--- config.mk ---
export PLATFORM = sky130hd
export DESIGN_NAME = per_source_packet_limiter_flat
export DESIGN_NICKNAME = d
export VERILOG_FILES = /design/src/rtl/core/pspl_pkg.sv /design/src/rtl/core/pspl_ifs.sv /design/src/rtl/core/pspl_front.sv /design/src/rtl/core/pspl_queue.sv /design/src/rtl/core/pspl_back.sv /design/src/rtl/core/per_source_packet_limiter.sv /design/src/flat_wrapper.sv
export SDC_FILE = /design/constraint.sdc
export NUM_CORES = 1
export LEC_CHECK = 0
export ABC_AREA = 0
export ABC_CLOCK_PERIOD_IN_PS = 9600
export BUFFER_PORTS_ARGS = -buffer_cell sky130_fd_sc_hd__buf_4
export CORE_UTILIZATION = 56
export DETAILED_ROUTE_END_ITERATION = 10
export PLACE_DENSITY_LB_ADDON = 0.12
export SYNTH_ARGS = -nofsm -noshare
export SYNTH_HDL_FRONTEND = slang
export SYNTH_SLANG_ARGS = --single-unit
--- constraint.sdc ---
create_clock -name clk -period 9.6 [get_ports clk]
set_clock_uncertainty 0.1 [all_clocks]
set_input_delay 1.92 -clock clk [delete_from_list [all_inputs] [get_ports clk]]
set_output_delay 1.92 -clock clk [all_outputs]
set_load 0.05 [all_outputs]
--- src/rtl/core/pspl_pkg.sv ---
// Package for the per-source packet limiter: sizes, register addresses,
// and the item and configuration structs shared by the front, queue, back and top files.
package pspl_pkg;

  localparam int TABLE_ENTRIES = 8;
  localparam int COUNT_WIDTH   = 16;
  localparam int PORT_W        = 16;
  localparam int CYCLE_W       = 48;
  localparam int LIMIT_W       = 16;
  localparam int CMP_W         = (COUNT_WIDTH > LIMIT_W) ? COUNT_WIDTH : LIMIT_W;

  localparam int QUEUE_DEPTH   = 2;
  localparam int QPTR_W        = (QUEUE_DEPTH > 1) ? $clog2(QUEUE_DEPTH) : 1;
  localparam int QCNT_W        = $clog2(QUEUE_DEPTH + 1);

  localparam int PADDR_W       = 5;
  localparam int PDATA_W       = 64;

  // register index, taken from paddr[4:3]
  localparam logic [1:0] REG_READY = 2'd0;
  localparam logic [1:0] REG_CYCLE = 2'd1;
  localparam logic [1:0] REG_LIMIT = 2'd2;

  localparam logic [LIMIT_W-1:0]     LIMIT_RESET = LIMIT_W'(2);
  localparam logic [COUNT_WIDTH-1:0] COUNT_MAX   = {COUNT_WIDTH{1'b1}};
  localparam logic [COUNT_WIDTH-1:0] COUNT_ONE   = COUNT_WIDTH'(1);

  typedef struct packed {
    logic               receiver_ready;
    logic [CYCLE_W-1:0] current_cycle;
    logic [LIMIT_W-1:0] packet_limit;
  } cfg_t;

  typedef struct packed {
    logic [PORT_W-1:0] source_port;
    logic              drop_all;
  } item_t;

endpackage

--- src/rtl/core/pspl_ifs.sv ---
// Valid/ready channel interfaces of the packet limiter.
// Depends on pspl_pkg for field widths.
interface pspl_in_if;
  logic                        valid;
  logic                        ready;
  logic [pspl_pkg::PORT_W-1:0] source_port;
  modport source (output valid, output source_port, input ready);
  modport sink   (input valid, input source_port, output ready);
endinterface

interface pspl_out_if;
  logic valid;
  logic ready;
  logic pass;
  modport source (output valid, output pass, input ready);
  modport sink   (input valid, input pass, output ready);
endinterface

--- src/rtl/core/pspl_front.sv ---
// Front stage: accepts packets, tags those arriving while the receiver is
// not ready, and hands them to the queue. Depends on pspl_pkg.
module pspl_front (
  input  logic                        clk,
  input  logic                        rst,
  input  logic                        in_valid,
  output logic                        in_ready,
  input  logic [pspl_pkg::PORT_W-1:0] in_port,
  input  pspl_pkg::cfg_t              cfg,
  output logic                        push_valid,
  input  logic                        push_ready,
  output pspl_pkg::item_t             push_item
);

  logic            stage_valid;
  pspl_pkg::item_t stage_item;

  assign in_ready   = !stage_valid || push_ready;
  assign push_valid = stage_valid;
  assign push_item  = stage_item;

  always_ff @(posedge clk) begin
    if (rst) begin
      stage_valid <= 1'b0;
    end else if (in_ready) begin
      stage_valid <= in_valid;
    end
  end

  // classify on accept: a receiver that is not ready means drop without a table update
  always_ff @(posedge clk) begin
    if (in_valid && in_ready) begin
      stage_item.source_port <= in_port;
      stage_item.drop_all    <= !cfg.receiver_ready;
    end
  end

endmodule

--- src/rtl/core/pspl_queue.sv ---
// Short FIFO between the front and back stages.
// Depends on pspl_pkg for depth and item type.
module pspl_queue (
  input  logic            clk,
  input  logic            rst,
  input  logic            push_valid,
  output logic            push_ready,
  input  pspl_pkg::item_t push_item,
  output logic            pop_valid,
  input  logic            pop_ready,
  output pspl_pkg::item_t pop_item
);

  pspl_pkg::item_t                 slots [pspl_pkg::QUEUE_DEPTH];
  logic [pspl_pkg::QPTR_W-1:0]     wr_ptr;
  logic [pspl_pkg::QPTR_W-1:0]     rd_ptr;
  logic [pspl_pkg::QCNT_W-1:0]     fill;
  logic                            do_push;
  logic                            do_pop;

  assign push_ready = fill != pspl_pkg::QCNT_W'(pspl_pkg::QUEUE_DEPTH);
  assign pop_valid  = fill != '0;
  assign pop_item   = slots[rd_ptr];
  assign do_push    = push_valid && push_ready;
  assign do_pop     = pop_valid && pop_ready;

  function automatic logic [pspl_pkg::QPTR_W-1:0] bump(input logic [pspl_pkg::QPTR_W-1:0] p);
    bump = (p == pspl_pkg::QPTR_W'(pspl_pkg::QUEUE_DEPTH - 1)) ? '0 : p + 1'b1;
  endfunction

  always_ff @(posedge clk) begin
    if (rst) begin
      wr_ptr <= '0;
      rd_ptr <= '0;
      fill   <= '0;
    end else begin
      if (do_push) wr_ptr <= bump(wr_ptr);
      if (do_pop)  rd_ptr <= bump(rd_ptr);
      if (do_push && !do_pop)      fill <= fill + 1'b1;
      else if (!do_push && do_pop) fill <= fill - 1'b1;
    end
  end

  always_ff @(posedge clk) begin
    if (do_push) slots[wr_ptr] <= push_item;
  end

endmodule

--- src/rtl/core/pspl_back.sv ---
// Back stage: source table, pass/drop decision and the output register.
// Depends on pspl_pkg for table sizes, item and configuration types.
module pspl_back (
  input  logic            clk,
  input  logic            rst,
  input  pspl_pkg::cfg_t  cfg,
  input  logic            pop_valid,
  output logic            pop_ready,
  input  pspl_pkg::item_t pop_item,
  output logic            out_valid,
  input  logic            out_ready,
  output logic            out_pass
);

  localparam int N = pspl_pkg::TABLE_ENTRIES;

  logic [N-1:0]                        entry_valid;
  logic [pspl_pkg::PORT_W-1:0]         entry_port  [N];
  logic [pspl_pkg::CYCLE_W-1:0]        entry_cycle [N];
  logic [pspl_pkg::COUNT_WIDTH-1:0]    entry_count [N];

  logic [N-1:0]                        match;
  logic [N-1:0]                        hit_oh;
  logic [N-1:0]                        free_oh;
  logic [pspl_pkg::CYCLE_W-1:0]        sel_cycle;
  logic [pspl_pkg::COUNT_WIDTH-1:0]    sel_count;
  logic                                hit_any;
  logic                                stale;
  logic                                at_limit;
  logic [N-1:0]                        fresh_oh;
  logic [N-1:0]                        inc_oh;
  logic                                pass_next;
  logic                                take;

  assign pop_ready = !out_valid || out_ready;
  assign take      = pop_valid && pop_ready;

  always_comb begin
    sel_cycle = '0;
    sel_count = '0;
    for (int i = 0; i < N; i++) begin
      match[i] = entry_valid[i] && (entry_port[i] == pop_item.source_port);
    end
    // keep the lowest set bit
    hit_oh  = match & (~match + 1'b1);
    free_oh = ~entry_valid & (entry_valid + 1'b1);
    for (int i = 0; i < N; i++) begin
      if (hit_oh[i]) begin
        sel_cycle = sel_cycle | entry_cycle[i];
        sel_count = sel_count | entry_count[i];
      end
    end
    hit_any  = |match;
    stale    = sel_cycle != cfg.current_cycle;
    at_limit = pspl_pkg::CMP_W'(sel_count) >= pspl_pkg::CMP_W'(cfg.packet_limit);

    fresh_oh  = '0;
    inc_oh    = '0;
    pass_next = 1'b0;
    if (!pop_item.drop_all) begin
      if (!hit_any) begin
        fresh_oh  = free_oh;
        pass_next = 1'b1;
      end else if (stale) begin
        fresh_oh  = hit_oh;
        pass_next = 1'b1;
      end else if (!at_limit) begin
        // hold the count at its top value once saturated
        if (sel_count != pspl_pkg::COUNT_MAX) inc_oh = hit_oh;
        pass_next = 1'b1;
      end
    end
  end

  always_ff @(posedge clk) begin
    if (rst) begin
      entry_valid <= '0;
    end else if (take) begin
      entry_valid <= entry_valid | fresh_oh;
    end
  end

  always_ff @(posedge clk) begin
    for (int i = 0; i < N; i++) begin
      if (take && fresh_oh[i]) begin
        entry_port[i]  <= pop_item.source_port;
        entry_cycle[i] <= cfg.current_cycle;
        entry_count[i] <= pspl_pkg::COUNT_ONE;
      end else if (take && inc_oh[i]) begin
        entry_count[i] <= entry_count[i] + 1'b1;
      end
    end
  end

  always_ff @(posedge clk) begin
    if (rst) begin
      out_valid <= 1'b0;
    end else if (pop_ready) begin
      out_valid <= pop_valid;
    end
  end

  always_ff @(posedge clk) begin
    if (take) out_pass <= pass_next;
  end

endmodule

--- src/rtl/core/per_source_packet_limiter.sv ---
// Top level of the per-source packet limiter: APB register file, front,
// queue and back stages. Depends on pspl_pkg, pspl_ifs and the stage modules.
//
//   channel   dir   payload            handshake
//   pkt_in    in    source_port[15:0]  valid/ready
//   verdict   out   pass               valid/ready
//   apb       in    64-bit regs 0/8/16 psel/penable, pready tied high
//
// One packet per cycle sustained while verdicts are taken; a verdict passes
// through the front register, a queue slot and the output register after its
// packet is accepted. The rate rests on the back stage, which compares all
// table entries combinationally and updates the chosen one as it takes a packet.
// Reset clears the table valid bits and the registers at once.
// A stalled verdict holds in the output register; the queue and front
// stage keep accepting until they fill.
module per_source_packet_limiter (
  input  logic                          clk,
  input  logic                          rst,
  pspl_in_if.sink                       pkt_in,
  pspl_out_if.source                    verdict,
  input  logic                          psel,
  input  logic                          penable,
  input  logic                          pwrite,
  input  logic [pspl_pkg::PADDR_W-1:0]  paddr,
  input  logic [pspl_pkg::PDATA_W-1:0]  pwdata,
  output logic [pspl_pkg::PDATA_W-1:0]  prdata,
  output logic                          pready
);

  pspl_pkg::cfg_t  cfg;
  logic            push_valid;
  logic            push_ready;
  pspl_pkg::item_t push_item;
  logic            pop_valid;
  logic            pop_ready;
  pspl_pkg::item_t pop_item;
  logic            wr_en;

  assign pready = 1'b1;
  assign wr_en  = psel && penable && pwrite && pready;

  always_ff @(posedge clk) begin
    if (rst) begin
      cfg.receiver_ready <= 1'b0;
      cfg.current_cycle  <= '0;
      cfg.packet_limit   <= pspl_pkg::LIMIT_RESET;
    end else if (wr_en) begin
      case (paddr[4:3])
        pspl_pkg::REG_READY: cfg.receiver_ready <= pwdata[0];
        pspl_pkg::REG_CYCLE: cfg.current_cycle  <= pwdata[pspl_pkg::CYCLE_W-1:0];
        pspl_pkg::REG_LIMIT: cfg.packet_limit   <= pwdata[pspl_pkg::LIMIT_W-1:0];
        default: ;
      endcase
    end
  end

  always_comb begin
    case (paddr[4:3])
      pspl_pkg::REG_READY: prdata = pspl_pkg::PDATA_W'(cfg.receiver_ready);
      pspl_pkg::REG_CYCLE: prdata = pspl_pkg::PDATA_W'(cfg.current_cycle);
      pspl_pkg::REG_LIMIT: prdata = pspl_pkg::PDATA_W'(cfg.packet_limit);
      default:             prdata = '0;
    endcase
  end

  pspl_front u_front (
    .clk        (clk),
    .rst        (rst),
    .in_valid   (pkt_in.valid),
    .in_ready   (pkt_in.ready),
    .in_port    (pkt_in.source_port),
    .cfg        (cfg),
    .push_valid (push_valid),
    .push_ready (push_ready),
    .push_item  (push_item)
  );

  pspl_queue u_queue (
    .clk        (clk),
    .rst        (rst),
    .push_valid (push_valid),
    .push_ready (push_ready),
    .push_item  (push_item),
    .pop_valid  (pop_valid),
    .pop_ready  (pop_ready),
    .pop_item   (pop_item)
  );

  pspl_back u_back (
    .clk        (clk),
    .rst        (rst),
    .cfg        (cfg),
    .pop_valid  (pop_valid),
    .pop_ready  (pop_ready),
    .pop_item   (pop_item),
    .out_valid  (verdict.valid),
    .out_ready  (verdict.ready),
    .out_pass   (verdict.pass)
  );

endmodule

--- src/flat_wrapper.sv ---
// flat-port wrapper written by rule: the top's interface ports become plain ports
module per_source_packet_limiter_flat 
  (clk, rst, psel, penable, pwrite, paddr, pwdata, prdata, pready, pkt_in_valid, pkt_in_source_port, pkt_in_ready, verdict_valid, verdict_pass, verdict_ready);
  pspl_in_if pkt_in_i ();
  pspl_out_if verdict_i ();
  input  logic clk;
  input  logic rst;
  input  logic psel;
  input  logic penable;
  input  logic pwrite;
  input  logic [pspl_pkg::PADDR_W-1:0] paddr;
  input  logic [pspl_pkg::PDATA_W-1:0] pwdata;
  output logic [pspl_pkg::PDATA_W-1:0] prdata;
  output logic pready;
  input wire logic [$bits(pkt_in_i.valid)-1:0] pkt_in_valid;
  input wire logic [$bits(pkt_in_i.source_port)-1:0] pkt_in_source_port;
  output wire logic [$bits(pkt_in_i.ready)-1:0] pkt_in_ready;
  output wire logic [$bits(verdict_i.valid)-1:0] verdict_valid;
  output wire logic [$bits(verdict_i.pass)-1:0] verdict_pass;
  input wire logic [$bits(verdict_i.ready)-1:0] verdict_ready;
  assign pkt_in_i.valid = pkt_in_valid;
  assign pkt_in_i.source_port = pkt_in_source_port;
  assign pkt_in_ready = pkt_in_i.ready;
  assign verdict_valid = verdict_i.valid;
  assign verdict_pass = verdict_i.pass;
  assign verdict_i.ready = verdict_ready;
  per_source_packet_limiter u_core (.clk(clk), .rst(rst), .pkt_in(pkt_in_i), .verdict(verdict_i), .psel(psel), .penable(penable), .pwrite(pwrite), .paddr(paddr), .pwdata(pwdata), .prdata(prdata), .pready(pready));
endmodule
==> impl_summary.md <==
Finish
In the final layout, the share of cells above drive strength 1 is 0.1233. 0 antenna diodes ended up in the layout. The library cell used most frequently in the layout, excluding fill and tap cells, is edfxtp_1.

In the final design database the tool counted 3035 nets. The library cells used most frequently in the layout, excluding fill and tap cells, are 692 x edfxtp_1, 258 x nand2_1, 203 x nand3_1. The area growth from synthesis to layout is 13.72%. The sequential cells in the finished layout cover a total of 22380 µm².

The end-of-flow core utilization is 0.6445. The multi-input gate area in the final layout is 11800 µm². The final standard cell count with taps included and fillers excluded is 3822. The number of fill cells is 4620.

Flow run
The number of maximum-capacitance violations is 0.

Synth
The share of async-settable or async-resettable flops after synthesis is 0. The dominant combinational cell family by area after synthesis is simple AND/OR/NAND/NOR gates. The cell type with the largest total area after synthesis is edfxtp_1. After synthesis the cells add up to 34910 µm². The adder and majority gate portion of the synthesized area is 0.008960. The number of unique standard cell types used by synthesis is 70. The count of flip-flops with a built-in enable after synthesis is 692. The simple-gate portion of the synthesized area is 0.1316. Yosys printed 0 warnings.

Yosys attributes the largest share of cell area to edfxtp_1 60%, dfxtp_1 4.6%, xnor2_1 4.4%. The most used flip-flop cell after synthesis is edfxtp_1. The number of cells produced by synthesis is 2796. Of the synthesized area, sequential elements account for 0.6411. The complex-gate fraction of the synthesized area came to 0.1076. The flop and latch count out of synthesis is 772. The synthesized area divided by synthesized cell count is 12.49 µm². Of the total synthesized cell area, the portion taken by XOR and XNOR cells is 0.07301. After synthesis, the share of cell area in mux cells is 0.009570. The share of synthesized area in the top cell type comes to 0.5952.

Placed design
The number of cells in the design after placement is 3673. The count of buffers from port buffering is 123. The detailed placer's ending HPWL is 64820 µm. The congestion estimate from routability-driven global placement came to 0.9595. Timing analysis after detailed placement gives a worst setup slack of 1.816 ns.

Timing
Setup repair after global routing left no endpoint under its margin. The number of pins exceeding their max-slew limit in the final report is 0. The measured slew at the worst slew-check pin is 1.257 ns. The accumulated negative setup slack is 0 ns. Measured against its own limit, the worst slew margin works out to 0.1576.

The least setup slack across all paths after layout is 1.687 ns. The final critical-path required period is 7.913 ns. The total count of hold-check failures in the final report is 0. Based on the critical path, the design can be clocked at up to 126.4 MHz. The final number of setup-violating endpoints is 0. In the finished design, the share of the clock period the worst path needs comes to 0.8243.

Routing
Dividing the detail-routed wire length by the instance count gives 26.78 µm. The routed layout has 24474 vias. The highest metal layer with signal wires is met4. The detailed route wirelength on metal2 is 47800 µm. The post-route DRC violation count is 0. The detailed-routed wire length on met3 is 9455 µm.

The per-cell via count in the routed design is 6.403. After the first detailed-routing iteration, the DRC count stood at 3207. The detailed router put a total of 42570 µm of wire on met1. The routed design has 102400 µm of wire. Once detail routing completed, the nets flagged for antenna violations numbered 0. Before antenna repair, the detailed router went through 6 iterations.

Power and ir drop
VDD sags by at most 0.0002045 V. Of the total power, combinational logic draws 0.097. Of the total power, the clock network draws 0.407. Power spread over the standard cell area amounts to 193.9 nW/µm². The switching power is 1864 µW.

The share of total power dissipated in sequential elements is 0.496. The internal portion of the total power is 5833 µW. Of the total power, the share spent switching nets is 0.2422. The leakage dissipation is 0.01355 µW.

Worst setup path
The endpoint type of the worst setup path is a register. The worst-path maximum fanout is 38. The required time at the worst-slack endpoint is 9.82 ns. The largest stage delay on the critical path is 0.87 ns. The slowest stage of the critical path belongs to the cell and4_1. The cell with the most instances on the worst path is buf_4. The critical path is of the reg -> reg type. The cell family contributing the most delay on the critical path is simple AND/OR/NAND/NOR gates. The endpoint arrival time on the critical path is 8.13 ns.

The signal on the critical path passes through mux2i_1, buf_4, inv_1, nand3_1, a2111oi_0, and4_1, or3_4, buf_4, o2111ai_1, xor2_1, nor4_1, nand4_1, o31a_1, o2bb2ai_4, a31o_2. Measured in cells, the most critical reg-to-reg path has a length of 15. Counting buffers and inverters, the worst setup path is 15 cells deep. The number of buffer and inverter stages on the critical path is 3. In this run the register-to-register setup slack is 1.69 ns.

The kind of start point of the critical path is a register. In this run the critical register-to-register path is captured at u_core.u_back.entry_count[1][6].

Global route
In the global route stage, overall resource usage came out at 0.3209. The largest net degree at the start of global routing is 81. The first global-routing pass estimated 149600 µm of wire.

The number of antenna violations at the first check in global routing is 1. The via count of the first global-routing pass was 23298. The total overflow left after global routing is 0.

Floorplanning
The floorplan has 91 rows. The initial utilization of the core area, before any placement, comes to 0.5667. The die covers 63340 µm². The region available for standard cell placement spans 61600 µm². The die is 251.7 µm wide. The total I/O pin count is 160.

In this run the vertical extent of the chip is 251.7 µm.

Clock network
Once the clock tree was built, the resizer swapped 0 gates to a different size. The clock tree from TritonCTS is done. CTS placed an instance of clkbuf_16 at the clock tree root. The clock buffer count from CTS is 80. The clock reaches the later pin of the worst-skew pair after 0.64 ns. The tree built by TritonCTS fans out to 772 sinks. The post-cts hold buffer count is 0. The clock passes through at most 3 buffers.

The H-tree level count is 3. The clock transition time at the flip-flop clock pins of the worst setup and hold paths is 0.06 ns. The buffers inserted during post-CTS setup optimization is 0.

Worst hold path
The class of the tightest hold or removal check is reg -> reg. The number of cells on the worst hold path is 0. In this run the most critical hold path is launched from u_core.u_front.push_item[12]. The destination of the worst hold path is u_core.u_queue.slots[0][12].

Run status
The flow ran to the end, and the final reports show no timing, DRC or antenna violations.
-- registers in the layout (all words and copies together), names as in the netlist, 2 cells and up, named ones only --
signal	flops
u_core.cfg	65
u_core.u_back.entry_count	128
u_core.u_back.entry_cycle	384
u_core.u_back.entry_port	128
u_core.u_back.entry_valid	8
u_core.u_front.push_item	17
u_core.u_queue.fill	2
u_core.u_queue.slots	34
-- worst max path at each step --
stage | slack (ns) | to
after floorplan | 0.45 | u_core.u_back.entry_cycle[0][100]
after global placement | 1.85 | u_core.u_back.entry_count[1][29]
after detailed placement | 1.82 | u_core.u_back.entry_count[1][28]
after CTS | 1.79 | u_core.u_back.entry_count[1][19]
after global routing | 1.34 | u_core.u_back.entry_count[1][12]
final | 1.69 | u_core.u_back.entry_count[1][6]
-- Yosys cell counts (8+ instances only) --
cell type  number
and3_1         33
nor2_1        175
a221o_1         9
ha_1           25
clkbuf_1      118
edfxtp_1      692
a2111oi_0      11
dfxtp_1        80
o211ai_1        8
nand2_1       258
a21oi_1       164
and2_1         37
buf_2          19
or3_1           9
o2bb2ai_1      50
nand4_1        40
nand3b_1       13
a32oi_1        53
xor2_1        117
xnor2_1       174
buf_1          18
a22o_1         25
nand3_1       203
a221oi_1        8
o21ai_0        16
a22oi_1        66
buf_4          20
nor2b_1        12
inv_1          55
mux2i_4         8
a222oi_1        8
and4_1         12
o2111ai_1      52
nor4_1         80
a21o_1         16
nor3_1         29
-- metrics by stage --
step                total power (µW)  instance area [µm²]  hold WS [ns]
finish                          7697                39700        0.3431
global route                    7909                39700        0.3478
CTS                             7723                39700        0.3429
detailed placement              4623                37030        0.3290
global placement                4607                37030        0.3233
floorplan                       4349                34970        0.3215
-- area by class of cell --
| class | instances | share of cell area |
|---|---|---|
| inverters | 55 | 0.005200 |
| flip-flops and latches | 772 | 0.5638 |
| repair buffers | 201 | 0.04022 |
| well taps | 837 | 0.02638 |
| clock buffers | 106 | 0.05629 |
| multi-input cells | 1808 | 0.2972 |
| clock inverters | 43 | 0.01087 |
-- power groups by stage --
stage	Sequential, µW	Clock [µW]	Combinational, µW
2_1_floorplan	3860	0	485
3_3_place_gp	3880	0	723
3_5_place_dp	3890	0	735
4_1_cts	3820	3170	737
5_1_grt	3820	3300	783
6_report	3820	3130	746
-- per-layer routing --
layer,global-route usage,vias to the layer above
met1,0.4605,12197
li1,-,10866
met5,0,-
met4,0.09686,0
met3,0.05282,150
met2,0.5044,1261
-- logic make-up (layout without fill, tap and decap cells) --
family	count (synthesis)	in the layout
simple gates	936	936
flops	772	772
other cells	2	17
buf+inv	231	405
xor+xnor	291	291
mux	21	21
fa+ha+maj	25	25
compound gates	518	518
Power figures use the tool's default switching activity.
